==> src/rtl/core/scrd_pkg.sv <==
// Shared types and constants of the scanline color run detector.
package scrd_pkg;

  localparam int unsigned MAX_WIDTH = 1024;
  localparam int unsigned MAX_COINS = 8;

  localparam int unsigned COL_W     = $clog2(MAX_WIDTH);
  localparam int unsigned CNT_W     = $clog2(MAX_COINS + 1);
  localparam int unsigned WIDE_W    = (COL_W + 2 > 12) ? COL_W + 2 : 12;
  localparam int unsigned OUT_COL_W = 10;
  localparam int unsigned CFG_W     = 11;
  localparam int unsigned CFG_IDX_W = 2;

  localparam logic [CFG_IDX_W-1:0] REG_SAT_MIN   = 2'd0;
  localparam logic [CFG_IDX_W-1:0] REG_VAL_MIN   = 2'd1;
  localparam logic [CFG_IDX_W-1:0] REG_MIN_RUN   = 2'd2;
  localparam logic [CFG_IDX_W-1:0] REG_BOUND_GAP = 2'd3;

  localparam logic [7:0]       SAT_MIN_RST   = 8'd90;
  localparam logic [7:0]       VAL_MIN_RST   = 8'd40;
  localparam logic [CFG_W-1:0] MIN_RUN_RST   = 11'd6;
  localparam logic [7:0]       BOUND_GAP_RST = 8'd3;

  // Red wraps around the hue circle: at or below RED_HUE_MAX, or at or above RED_HUE_MIN.
  localparam logic [7:0] RED_HUE_MAX = 8'd18;
  localparam logic [7:0] RED_HUE_MIN = 8'd238;
  localparam logic [7:0] YEL_HUE_MIN = 8'd30;
  localparam logic [7:0] YEL_HUE_MAX = 8'd60;
  localparam logic [7:0] BLU_HUE_MIN = 8'd140;
  localparam logic [7:0] BLU_HUE_MAX = 8'd180;

  localparam int unsigned FIFO_DEPTH = 4;
  localparam int unsigned PTR_W      = $clog2(FIFO_DEPTH);
  localparam int unsigned FCNT_W     = $clog2(FIFO_DEPTH + 1);

  typedef enum logic [1:0] {
    CLR_RED    = 2'd0,
    CLR_YELLOW = 2'd1,
    CLR_BLUE   = 2'd2,
    CLR_NONE   = 2'd3
  } color_e;

  typedef struct packed {
    logic [7:0]       sat_min;
    logic [7:0]       val_min;
    logic [CFG_W-1:0] min_run_width;
    logic [7:0]       bound_gap;
  } cfg_t;

  typedef struct packed {
    logic [7:0]  hue;
    logic [7:0]  saturation;
    logic [7:0]  brightness;
    logic [9:0]  track_lo;
    logic [9:0]  track_hi;
    logic        row_last;
  } pix_t;

  typedef struct packed {
    logic                 coin_valid;
    logic [1:0]           coin_color;
    logic [OUT_COL_W-1:0] left_col;
    logic [OUT_COL_W-1:0] right_col;
    logic [OUT_COL_W-1:0] center_col;
    logic                 row_end;
  } coin_t;

  // Up to two result items produced by one pixel, in output order.
  typedef struct packed {
    logic [1:0] num;
    coin_t      first;
    coin_t      second;
  } res_t;

endpackage

==> src/rtl/core/scrd_run_tracker.sv <==
// Per-row run state: pixel classification, run closing and coin tests.
module scrd_run_tracker (
  input  logic          clk_i,
  input  logic          rst_ni,
  input  logic          step_i,
  input  scrd_pkg::pix_t pix_i,
  input  scrd_pkg::cfg_t cfg_i,
  output scrd_pkg::res_t res_o
);
  import scrd_pkg::*;

  typedef struct packed {
    logic              keep;
    logic [WIDE_W-1:0] left;
    logic [WIDE_W-1:0] right;
    logic [WIDE_W-1:0] center;
  } judge_t;

  logic [COL_W-1:0] column_q, column_d;
  color_e           run_col_q, run_col_d;
  logic [COL_W-1:0] run_begin_q, run_begin_d;
  logic [CNT_W-1:0] coins_q, coins_d;

  color_e           color;
  color_e           open_col;
  logic [COL_W-1:0] open_begin;
  logic             change, close1, close2;
  logic             full1, full2;
  logic [CNT_W-1:0] coins_mid;
  judge_t           j1, j2;
  logic             k1, k2;
  logic [WIDE_W-1:0] x_w;
  coin_t            coin1, coin2, empty_coin;

  function automatic judge_t judge(logic [WIDE_W-1:0] first, logic [WIDE_W-1:0] last,
                                   logic [9:0] lo, logic [9:0] hi, cfg_t cfg,
                                   logic full);
    judge_t            r;
    logic [WIDE_W-1:0] len;
    logic [WIDE_W-1:0] sum;
    logic [WIDE_W-1:0] ctr;
    logic [WIDE_W-1:0] lo_b;
    logic [WIDE_W-1:0] ctr_m;
    len   = last - first + WIDE_W'(1);
    sum   = first + last;
    ctr   = sum >> 1;
    lo_b  = WIDE_W'(lo) + WIDE_W'(cfg.bound_gap);
    ctr_m = ctr + WIDE_W'(cfg.bound_gap);
    r.keep   = (len >= WIDE_W'(cfg.min_run_width)) && !full &&
               (ctr >= lo_b) && (ctr_m <= WIDE_W'(hi));
    r.left   = first;
    r.right  = last;
    r.center = ctr;
    return r;
  endfunction

  function automatic coin_t make_coin(color_e col, judge_t j);
    coin_t c;
    c.coin_valid = 1'b1;
    c.coin_color = col;
    c.left_col   = j.left[OUT_COL_W-1:0];
    c.right_col  = j.right[OUT_COL_W-1:0];
    c.center_col = j.center[OUT_COL_W-1:0];
    c.row_end    = 1'b0;
    return c;
  endfunction

  // Hue bands apply only to saturated, bright pixels.
  always_comb begin
    color = CLR_NONE;
    if (pix_i.saturation >= cfg_i.sat_min && pix_i.brightness >= cfg_i.val_min) begin
      if (pix_i.hue <= RED_HUE_MAX || pix_i.hue >= RED_HUE_MIN) begin
        color = CLR_RED;
      end else if (pix_i.hue >= YEL_HUE_MIN && pix_i.hue <= YEL_HUE_MAX) begin
        color = CLR_YELLOW;
      end else if (pix_i.hue >= BLU_HUE_MIN && pix_i.hue <= BLU_HUE_MAX) begin
        color = CLR_BLUE;
      end
    end
  end

  always_comb begin
    x_w        = WIDE_W'(column_q);
    change     = (color != run_col_q);
    close1     = change && (run_col_q != CLR_NONE);
    full1      = (coins_q >= CNT_W'(MAX_COINS));
    j1         = judge(WIDE_W'(run_begin_q), x_w - WIDE_W'(1), pix_i.track_lo,
                       pix_i.track_hi, cfg_i, full1);
    k1         = close1 && j1.keep;

    open_col   = change ? color : run_col_q;
    open_begin = change ? ((color != CLR_NONE) ? column_q : '0) : run_begin_q;

    coins_mid  = coins_q + CNT_W'(k1);
    full2      = (coins_mid >= CNT_W'(MAX_COINS));
    close2     = pix_i.row_last && (open_col != CLR_NONE);
    j2         = judge(WIDE_W'(open_begin), x_w, pix_i.track_lo, pix_i.track_hi,
                       cfg_i, full2);
    k2         = close2 && j2.keep;

    coin1      = make_coin(run_col_q, j1);
    coin2      = make_coin(open_col, j2);
    empty_coin = '0;

    res_o = '0;
    if (step_i) begin
      if (!pix_i.row_last) begin
        res_o.num   = {1'b0, k1};
        res_o.first = coin1;
      end else if (k1 && k2) begin
        res_o.num            = 2'd2;
        res_o.first          = coin1;
        res_o.second         = coin2;
        res_o.second.row_end = 1'b1;
      end else begin
        res_o.num           = 2'd1;
        res_o.first         = k1 ? coin1 : (k2 ? coin2 : empty_coin);
        res_o.first.row_end = 1'b1;
      end
    end
  end

  always_comb begin
    column_d    = column_q;
    run_col_d   = run_col_q;
    run_begin_d = run_begin_q;
    coins_d     = coins_q;
    if (step_i) begin
      if (pix_i.row_last) begin
        column_d    = '0;
        run_col_d   = CLR_NONE;
        run_begin_d = '0;
        coins_d     = '0;
      end else begin
        // Saturate the column at the last position.
        if (column_q < COL_W'(MAX_WIDTH - 1)) begin
          column_d = column_q + COL_W'(1);
        end
        run_col_d   = open_col;
        run_begin_d = open_begin;
        coins_d     = coins_mid;
      end
    end
  end

  always_ff @(posedge clk_i or negedge rst_ni) begin
    if (!rst_ni) begin
      column_q    <= '0;
      run_col_q   <= CLR_NONE;
      run_begin_q <= '0;
      coins_q     <= '0;
    end else begin
      column_q    <= column_d;
      run_col_q   <= run_col_d;
      run_begin_q <= run_begin_d;
      coins_q     <= coins_d;
    end
  end

  a_row_end_result: assert property (@(posedge clk_i) disable iff (!rst_ni)
    step_i && pix_i.row_last |-> res_o.num != 2'd0)
    else $error("row end produced no result item");

  a_coin_limit: assert property (@(posedge clk_i) disable iff (!rst_ni)
    coins_q <= CNT_W'(MAX_COINS))
    else $error("coin count above limit");

  a_row_restart: assert property (@(posedge clk_i) disable iff (!rst_ni)
    step_i && pix_i.row_last |=> column_q == '0 && run_col_q == CLR_NONE && coins_q == '0)
    else $error("row state not cleared after last pixel");

endmodule

==> src/rtl/core/scrd_out_fifo.sv <==
// Result queue: takes up to two items per cycle, hands out one unless stalled.
module scrd_out_fifo (
  input  logic           clk_i,
  input  logic           rst_ni,
  input  scrd_pkg::res_t res_i,
  output logic           room_o,
  output logic           out_valid_o,
  input  logic           out_stall_i,
  output scrd_pkg::coin_t head_o
);
  import scrd_pkg::*;

  coin_t             mem_q [FIFO_DEPTH];
  logic [PTR_W-1:0]  wr_ptr_q, wr_ptr_d;
  logic [PTR_W-1:0]  rd_ptr_q, rd_ptr_d;
  logic [FCNT_W-1:0] count_q, count_d;
  logic              pop;

  assign out_valid_o = (count_q != '0);
  assign pop         = out_valid_o && !out_stall_i;
  assign head_o      = mem_q[rd_ptr_q];
  // Leave space for the two items a row-end pixel may bring.
  assign room_o      = (count_q <= FCNT_W'(FIFO_DEPTH - 2));

  always_comb begin
    wr_ptr_d = wr_ptr_q + PTR_W'(res_i.num);
    rd_ptr_d = rd_ptr_q + PTR_W'(pop);
    count_d  = count_q + FCNT_W'(res_i.num) - FCNT_W'(pop);
  end

  always_ff @(posedge clk_i) begin
    if (res_i.num != 2'd0) begin
      mem_q[wr_ptr_q] <= res_i.first;
    end
    if (res_i.num == 2'd2) begin
      mem_q[wr_ptr_q + PTR_W'(1)] <= res_i.second;
    end
  end

  always_ff @(posedge clk_i or negedge rst_ni) begin
    if (!rst_ni) begin
      wr_ptr_q <= '0;
      rd_ptr_q <= '0;
      count_q  <= '0;
    end else begin
      wr_ptr_q <= wr_ptr_d;
      rd_ptr_q <= rd_ptr_d;
      count_q  <= count_d;
    end
  end

  a_no_overflow: assert property (@(posedge clk_i) disable iff (!rst_ni)
    FCNT_W'(res_i.num) + count_q <= FCNT_W'(FIFO_DEPTH))
    else $error("result queue overflow");

  a_count_bound: assert property (@(posedge clk_i) disable iff (!rst_ni)
    count_q <= FCNT_W'(FIFO_DEPTH))
    else $error("result queue count out of range");

  a_ptr_track: assert property (@(posedge clk_i) disable iff (!rst_ni)
    PTR_W'(wr_ptr_q - rd_ptr_q) == PTR_W'(count_q))
    else $error("queue pointers disagree with count");

endmodule

==> src/rtl/core/scanline_color_run_detector.sv <==
// Top level of the scanline color run detector: config, input stage, run logic, result queue.
//
//   channel | dir | handshake                 | payload
//   in      | in  | in_valid_i / in_stall_o   | hue, saturation, brightness, track bounds, row_last
//   out     | out | out_valid_o / out_stall_i | coin_valid, coin_color, columns, row_end
//   cfg     | in  | cfg_we_i                  | cfg_idx_i, cfg_data_i
//
// One pixel item is taken per cycle unless stalled; it is registered, then its results are queued.
// A row-end pixel can yield two items, which leave the 4-entry queue one per cycle unless stalled.
// The input stalls only while the queue holds more than two items and a pixel waits.
// Reset clears run state and queue and loads config defaults at once; there is no clearing pass.
module scanline_color_run_detector (
  input  logic                          clk_i,
  input  logic                          rst_ni,
  input  logic                          cfg_we_i,
  input  logic [scrd_pkg::CFG_IDX_W-1:0] cfg_idx_i,
  input  logic [scrd_pkg::CFG_W-1:0]     cfg_data_i,
  input  logic                          in_valid_i,
  output logic                          in_stall_o,
  input  logic [7:0]                    hue_i,
  input  logic [7:0]                    saturation_i,
  input  logic [7:0]                    brightness_i,
  input  logic [9:0]                    track_lo_i,
  input  logic [9:0]                    track_hi_i,
  input  logic                          row_last_i,
  output logic                          out_valid_o,
  input  logic                          out_stall_i,
  output logic                          coin_valid_o,
  output logic [1:0]                    coin_color_o,
  output logic [9:0]                    left_col_o,
  output logic [9:0]                    right_col_o,
  output logic [9:0]                    center_col_o,
  output logic                          row_end_o
);
  import scrd_pkg::*;

  cfg_t  cfg_q;
  pix_t  pix_q;
  logic  pix_valid_q, pix_valid_d;
  logic  room;
  logic  step;
  logic  in_accept;
  res_t  res;
  coin_t head;

  assign step       = pix_valid_q && room;
  assign in_stall_o = pix_valid_q && !room;
  assign in_accept  = in_valid_i && !in_stall_o;

  always_comb begin
    pix_valid_d = pix_valid_q;
    if (in_accept) begin
      pix_valid_d = 1'b1;
    end else if (step) begin
      pix_valid_d = 1'b0;
    end
  end

  always_ff @(posedge clk_i or negedge rst_ni) begin
    if (!rst_ni) begin
      pix_valid_q <= 1'b0;
    end else begin
      pix_valid_q <= pix_valid_d;
    end
  end

  always_ff @(posedge clk_i) begin
    if (in_accept) begin
      pix_q.hue        <= hue_i;
      pix_q.saturation <= saturation_i;
      pix_q.brightness <= brightness_i;
      pix_q.track_lo   <= track_lo_i;
      pix_q.track_hi   <= track_hi_i;
      pix_q.row_last   <= row_last_i;
    end
  end

  always_ff @(posedge clk_i or negedge rst_ni) begin
    if (!rst_ni) begin
      cfg_q.sat_min       <= SAT_MIN_RST;
      cfg_q.val_min       <= VAL_MIN_RST;
      cfg_q.min_run_width <= MIN_RUN_RST;
      cfg_q.bound_gap     <= BOUND_GAP_RST;
    end else if (cfg_we_i) begin
      case (cfg_idx_i)
        REG_SAT_MIN:   cfg_q.sat_min       <= cfg_data_i[7:0];
        REG_VAL_MIN:   cfg_q.val_min       <= cfg_data_i[7:0];
        REG_MIN_RUN:   cfg_q.min_run_width <= cfg_data_i;
        REG_BOUND_GAP: cfg_q.bound_gap     <= cfg_data_i[7:0];
        default: ;
      endcase
    end
  end

  scrd_run_tracker u_tracker (
    .clk_i  (clk_i),
    .rst_ni (rst_ni),
    .step_i (step),
    .pix_i  (pix_q),
    .cfg_i  (cfg_q),
    .res_o  (res)
  );

  scrd_out_fifo u_fifo (
    .clk_i       (clk_i),
    .rst_ni      (rst_ni),
    .res_i       (res),
    .room_o      (room),
    .out_valid_o (out_valid_o),
    .out_stall_i (out_stall_i),
    .head_o      (head)
  );

  assign coin_valid_o = head.coin_valid;
  assign coin_color_o = head.coin_color;
  assign left_col_o   = head.left_col;
  assign right_col_o  = head.right_col;
  assign center_col_o = head.center_col;
  assign row_end_o    = head.row_end;

  a_stall_needs_item: assert property (@(posedge clk_i) disable iff (!rst_ni)
    in_stall_o |-> pix_valid_q)
    else $error("input stalled with an empty input stage");

  a_step_pushes_or_idles: assert property (@(posedge clk_i) disable iff (!rst_ni)
    !step |-> res.num == 2'd0)
    else $error("result pushed without a pixel step");

  a_pixel_held: assert property (@(posedge clk_i) disable iff (!rst_ni)
    in_stall_o |=> pix_valid_q)
    else $error("stalled pixel dropped");

endmodule

==> config.mk <==
export PLATFORM = sky130hd
export DESIGN_NAME = scanline_color_run_detector
export DESIGN_NICKNAME = d
export VERILOG_FILES = /design/src/rtl/core/scrd_pkg.sv /design/src/rtl/core/scrd_run_tracker.sv /design/src/rtl/core/scrd_out_fifo.sv /design/src/rtl/core/scanline_color_run_detector.sv
export SDC_FILE = /design/constraint.sdc
export NUM_CORES = 1
export LEC_CHECK = 0
export ABC_CLOCK_PERIOD_IN_PS = 15200
export BUFFER_PORTS_ARGS = -buffer_cell sky130_fd_sc_hd__buf_4
export CELL_PAD_IN_SITES_DETAIL_PLACEMENT = 0
export CELL_PAD_IN_SITES_GLOBAL_PLACEMENT = 1
export CORE_ASPECT_RATIO = 1.75
export CORE_UTILIZATION = 45
export CTS_CLUSTER_SIZE = 28
export DETAILED_ROUTE_END_ITERATION = 6
export HOLD_SLACK_MARGIN = 0.15
export PLACE_DENSITY = 0.77
export SLEW_MARGIN = 20
export SYNTH_ARGS = -nofsm -noshare
export SYNTH_HDL_FRONTEND = slang
export SYNTH_SLANG_ARGS = --single-unit
==> constraint.sdc <==
create_clock -name clk_i -period 15.2 [get_ports clk_i]
set_clock_uncertainty 0.2 [all_clocks]
set_input_delay 2.28 -clock clk_i [delete_from_list [all_inputs] [get_ports clk_i]]
set_output_delay 2.28 -clock clk_i [all_outputs]
set_load 0.005 [all_outputs]
==> results of run 1 <==
==> metal layers <==
layer / GRT usage (%) / share of wire [%] / vias up
li1: - / - / 5869
met1: 28.8 / 35 / 6349
met2: 51.8 / 55 / 466
met3: 2.84 / 4.4 / 148
met4: 15.6 / 6.0 / 0
met5: 0 / 0 / -
==> worst max-delay path, delay by kind of cell, from the launching register on <==
| family | cells | cell delay, ns |
|---|---|---|
| AOI/OAI and AO/OA | 11 | 3.54 |
| and+or+nand+nor | 11 | 3.16 |
| adders and majority gates | 5 | 1.84 |
| xor gates and xnor gates | 4 | 1.47 |
| buffers and inverters | 4 | 1.42 |
| DFF | 1 | 0.51 |
==> power groups by stage <==
stage,combinational [mW],clock [mW],sequential (mW)
final,2.42,0.606,0.966
after global routing,2.69,0.637,0.978
after CTS,2.43,0.616,0.965
after detailed placement,2.41,0,0.979
after global placement,2.38,0,0.975
after floorplan,1.70,0,0.940
==> worst paths after layout <==
path	from	end	depth (start not counted)
max in group asynchronous	rst_ni	cfg_q[23]	2
hold reg to reg	cfg_q[13]	cfg_q[13]	1
hold / removal	cfg_q[13]	cfg_q[13]	1
setup reg to reg	u_tracker.column_q[0]	u_fifo.mem_q[1][25]	35
setup / recovery	u_tracker.column_q[0]	u_fifo.mem_q[1][25]	35
min in group asynchronous	rst_ni	pix_valid_q	1
==> placed cells by master, fill, tap and decap left out, types with 21 or more instances in the layout <==
cell type,Yosys,layout
ha_1,169,169
edfxtp_1,181,181
dfrtp_1,57,56
buf_4,4,120
a21oi_1,65,62
clkbuf_16,0,25
inv_1,116,116
a22o_1,22,22
nor3_1,27,27
nand3_1,35,35
xnor2_1,49,49
nand2_1,87,87
o21ai_0,86,86
xor2_1,30,30
nand2b_1,21,21
o22ai_1,70,70
mux4_2,34,34
mux2_2,31,31
nor2_1,73,73
==> through the flow <==
stage	cell area, um2	setup slack [ns]	utilization [%]	hold WS (ns)	std cells
5_1_grt	18700	1.98	51.1	0.317	2094
4_1_cts	18700	2.80	51.1	0.308	2094
3_3_place_gp	17900	2.86	48.9	0.271	2050
3_5_place_dp	17900	2.85	48.9	0.293	2050
6_report	18700	2.66	51.1	0.304	2094
2_1_floorplan	16700	4.40	-	0.256	1518
==> final cells by class <==
cell class                 instances  share of cell area, %
multi-input combinational       1082                   47.0
sequential                       250                   38.4
timing repair buffer             120                   4.81
clock buffer                      34                   3.74
tap                              475                   3.18
inverter                         123                   2.49
clock inverter                    10                  0.461
==> flip-flops by register name, indices dropped and copies added, names as in the netlist, 3 cells and up <==
name,cells
u_fifo.count_q,3
pix_q,45
u_tracker.column_q,10
u_tracker.run_begin_q,10
u_tracker.coins_q,4
u_fifo.mem_q,136
cfg_q,35
==> kinds of logic after synthesis <==
| kind of cell | synth area share (%) |
|---|---|
| AO/OA/AOI/OAI | 15.9 |
| AND/OR/NAND/NOR | 10.8 |
| flip-flops | 43.0 |
| buffers and inverters | 4.80 |
| adder cells (fa/ha/maj) | 13.6 |
| multiplexers | 7.75 |
| XOR/XNOR | 4.14 |
==> flow_summary.yaml, run 1 <==
route:
  drt.antenna.violating_nets: 0
  wire_per_inst_um: 24.4
  route.vias.total: 12800
  detail_route.first_pass.iterations: 7
  drt_iter0_drc: 884
  via_per_inst: 6.13
  drt-total-wl_um: 51100
  drc_errors: 0
floorplan:
  start_util_pct: 45.6
  io_pins: 99
  die_w_um: 148
  die_area_mm2: 0.0379
  die_h_um: 257
  row_count: 93
  core_mm2: 0.0367
yosys:
  synth_cells: 1518
  synth_area_mm2: 0.0167
  yosys_warnings: 0
  synth.area.top_cells: "edfxtp_1 33%, ha_1 13%, dfrtp_1 8.5%, mux4_2 4.6%, o22ai_1 2.6%"
  synth_top_cell_by_area: "edfxtp_1"
  synth_fp_nets: 1758
  synth.top_cells.by_count: "181 x edfxtp_1, 169 x ha_1, 116 x inv_1, 87 x nand2_1, 86 x o21ai_0"
  yosysMostFrequentCell: "edfxtp_1"
  ys.flop_type: "edfxtp_1"
  synth-async-reset-ratio_pct: 27.6
  synth_cell_type_count: 87
  synth_seq_area_share_pct: 43.0
  synth-edff-count: 181
  synth-seq-cells: 250
  synth_top_area_share_pct: 32.5
  syn_avg_cell_area_um2: 11.0
clocking:
  cts.hold.buffers_added: 0
  cts-root-buf: "clkbuf_16"
  cts_resized: 0
  cts_tree: "yes"
  cts.reportedPaths.clkPinSlew_ns: 0.06
  clk_latency_ns: 0.55
  htree_levels: 1
  cts_setup_buffers: 0
  clockBufferDepth: 3
  cts_buffers: 24
  clock_sinks: 250
setup_path:
  slowest_stage: "a2111oi_0"
  crit_arrival_ns: 12.55
  worstSetupPathType: "register to register"
  crit_top_cell: "ha_1"
  critPathLaunchType: "register"
  end_kind: "register"
  worst_path_largest_cell_delay_ns: 1.00
  crit_path_max_fanout: 24
  ff2ff_setup_slack_ns: 2.66
  required_ns: 15.21
global_routing:
  grt_max_degree: 66
  antenna_found_initial: 0
  grt_pass1_vias: 13200
  grt_pass1_wl_um: 77400
  track_usage_pct: 27.3
  overflow: 0
job:
  cap_violations: 0
power:
  swShare_pct: 44.5
  intPower_mw: 2.22
  power.switching_mw: 1.78
  p_per_area_mw_per_mm2: 213
  power.total_mw: 3.99
  p_leak_nw: 7.62
  peakVddDrop_v: 0.000124
  seq_power_share_pct: 24.2
  combPwrFrac_pct: 60.6
  power.share.clock_pct: 15.2
finish:
  regArea_mm2: 0.00718
  layout-drive-gt1-share_pct: 17.2
  nNetsFinal: 1841
  area_growth_pct: 12.0
  n_antenna_cell: 0
  multiInputGateArea_mm2: 0.00879
  n_fill_cell: 3323
place:
  gp_routability_congestion: 0.947
  dp_hpwl_um: 39800
  numPortBuffers: 98
min_path:
  worstHoldPathType: "register to register"
sta:
  layout_min_cycle_time_ns: 12.54
  slew_violations: 0
  rsz0062_at_grt: "no"
  setup_violations: 0
  fmax_mhz: 79.8
  hold_viol: 0
  finalCritPeriodShare_pct: 82.5
  relSlewSlack_pct: 21.6
  tightestPinTransition_ns: 1.15
  setup_tns_ns: 0
outcome:
  status: "finished clean"
Note: power is estimated with default switching activity, not from simulation.
==> run 2, diff against run 1 <==
ABC_CLOCK_PERIOD_IN_PS = 11100   (was 15200)
PLACE_DENSITY = 0.8   (was 0.77)
clock period = 11.1 ns   (was 15.2 ns; I/O delays follow)
==> run 2 against run 1 <==
Net effect: register-to-register slack lost 1.9 ns; setup slack lost 1.9 ns; cell area up 1.2%; non-clock buffer count is 23 higher; sequential share of layout area fell by 0.45 points; global-route usage down 0.72 points; combinational power is 36% higher; largest power group unchanged.
==> flow_summary.yaml, run 2 (synthesis gave the netlist of run 1 again) <==
setup_path:
  crit_arrival_ns: 10.37
  required_ns: 11.18
  crit_path_max_fanout: 21
  end_kind: "register"
  crit_top_cell: "ha_1"
  worst-r2r-cell-count: 36
  worst_path_largest_cell_delay_ns: 0.76
  worstSetupPathType: "register to register"
  ff2ff_setup_slack_ns: 0.81
  critPathLaunchType: "register"
  slowest_stage: "or4_1"
sta:
  fmax_mhz: 97.2
  final.setup.worst_slack_ns: 0.807
  finalCritPeriodShare_pct: 92.7
  relSlewSlack_pct: 31.0
  slew_violations: 0
  tightestPinTransition_ns: 1.03
  layout_min_cycle_time_ns: 10.29
  setup_tns_ns: 0
  setup_violations: 0
  hold_viol: 0
  rsz0062_at_grt: "no"
route:
  detail_route.first_pass.iterations: 5
  wire_per_inst_um: 23.5
  drt_iter0_drc: 839
  route.vias.total: 12800
  drt-total-wl_um: 49800
  drc_errors: 0
  via_per_inst: 6.03
  drt.antenna.violating_nets: 0
global_routing:
  grt_pass1_vias: 13200
  grt_max_degree: 70
  track_usage_pct: 26.6
  antenna_found_initial: 1
  overflow: 0
  grt_pass1_wl_um: 75800
floorplan:
  row_count: 93
  io_pins: 99
  die_area_mm2: 0.0379
  core_mm2: 0.0367
  start_util_pct: 45.6
  die_h_um: 257
  die_w_um: 148
min_path:
  worstHoldPathType: "register to register"
  whs_path_depth: 2
finish:
  nNetsFinal: 1865
  area_growth_pct: 13.3
  final_cell_mix: "181 x edfxtp_1, 169 x ha_1, 140 x buf_4"
  layout-drive-gt1-share_pct: 18.2
  reg_top3: "u_fifo.mem_q x136, pix_q x45, cfg_q x35"
  final_common_cell: "edfxtp_1"
  regMostFlops: "u_fifo.mem_q"
  largest_reg_flops: 136
clocking:
  cts.reportedPaths.clkPinSlew_ns: 0.07
  htree_levels: 1
  clock_sinks: 250
  cts.hold.buffers_added: 0
  clk_latency_ns: 0.55
  cts-root-buf: "clkbuf_16"
  cts_tree: "yes"
  cts_buffers: 25
  clockBufferDepth: 3
power:
  peakVddDrop_v: 0.000160
  p_leak_nw: 7.72
  p_per_area_mw_per_mm2: 289
place:
  gp_routability_congestion: 0.981
  post-place-ws_ns: 0.810
  dp_hpwl_um: 38400
  numPortBuffers: 98
outcome:
  status: "finished clean"
job:
  cap_violations: 0
==> run 2: layout make-up <==
type	instances	area [um2]
repair buffers	143	1110
fillers	3284	17700
clock inverters	15	153
clock buffers	30	644
multi-input cells	1082	8790
diodes	1	2.50
well taps	475	594
flip-flops and latches	250	7180
inverters	123	467
==> run 2: worst max-delay path: cells and delay by family (launching register included) <==
family / cells / cell delay, ns
flip-flops: 1 / 0.48
adder cells (fa/ha/maj): 5 / 1.68
buffers and inverters: 5 / 1.25
XOR/XNOR: 4 / 1.07
AND/OR/NAND/NOR: 12 / 3.25
AO/OA/AOI/OAI: 10 / 2.03
==> run 2: layer usage <==
metal / GRT usage [%] / share of wire [%] / vias to the layer above
met1: 28.3 / 35 / 6238
met4: 17.3 / 6.5 / 0
met3: 3.14 / 5.2 / 141
li1: - / - / 5909
met5: 0 / 0 / -
met2: 49.0 / 53 / 486
==> run 2: report_power, final <==
part | total, mW | switching, mW | internal (mW)
logic | 3.28 | 1.89 | 1.39
clock network | 0.846 | 0.380 | 0.466
registers | 1.33 | 0.121 | 1.21
total | 5.46 | 2.39 | 3.07
==> run 2: final timing paths <==
path	startpoint	end
setup / recovery	u_tracker.column_q[0]	u_fifo.mem_q[0][9]
hold / removal	u_tracker.coins_q[0]	u_tracker.coins_q[0]
setup reg to reg	u_tracker.column_q[0]	u_fifo.mem_q[0][9]
hold reg to reg	u_tracker.coins_q[0]	u_tracker.coins_q[0]
max in group asynchronous	rst_ni	cfg_q[15]
min in group asynchronous	rst_ni	u_fifo.rd_ptr_q[1]
==> run 2: repair_timing <==
| action | in CTS | in global routing |
|---|---|---|
| gates resized for setup | 0 | 2 |
| setup endpoints to repair | 0 | 75 |
| buffers inserted | 0 | 0 |
| hold endpoints to repair | 0 | 0 |
==> run 2: stage by stage <==
step | util [%] | hold slack [ns] | cell area [um2] | instances | power, mW
finish | 51.7 | 0.293 | 18900 | 2119 | 5.46
global placement | 49.5 | 0.274 | 18100 | 2073 | 4.56
CTS | 51.6 | 0.297 | 18900 | 2118 | 5.47
global route | 51.7 | 0.320 | 18900 | 2118 | 5.89
floorplan | - | 0.256 | 16700 | 1518 | 3.61
detailed placement | 49.5 | 0.282 | 18100 | 2073 | 4.61
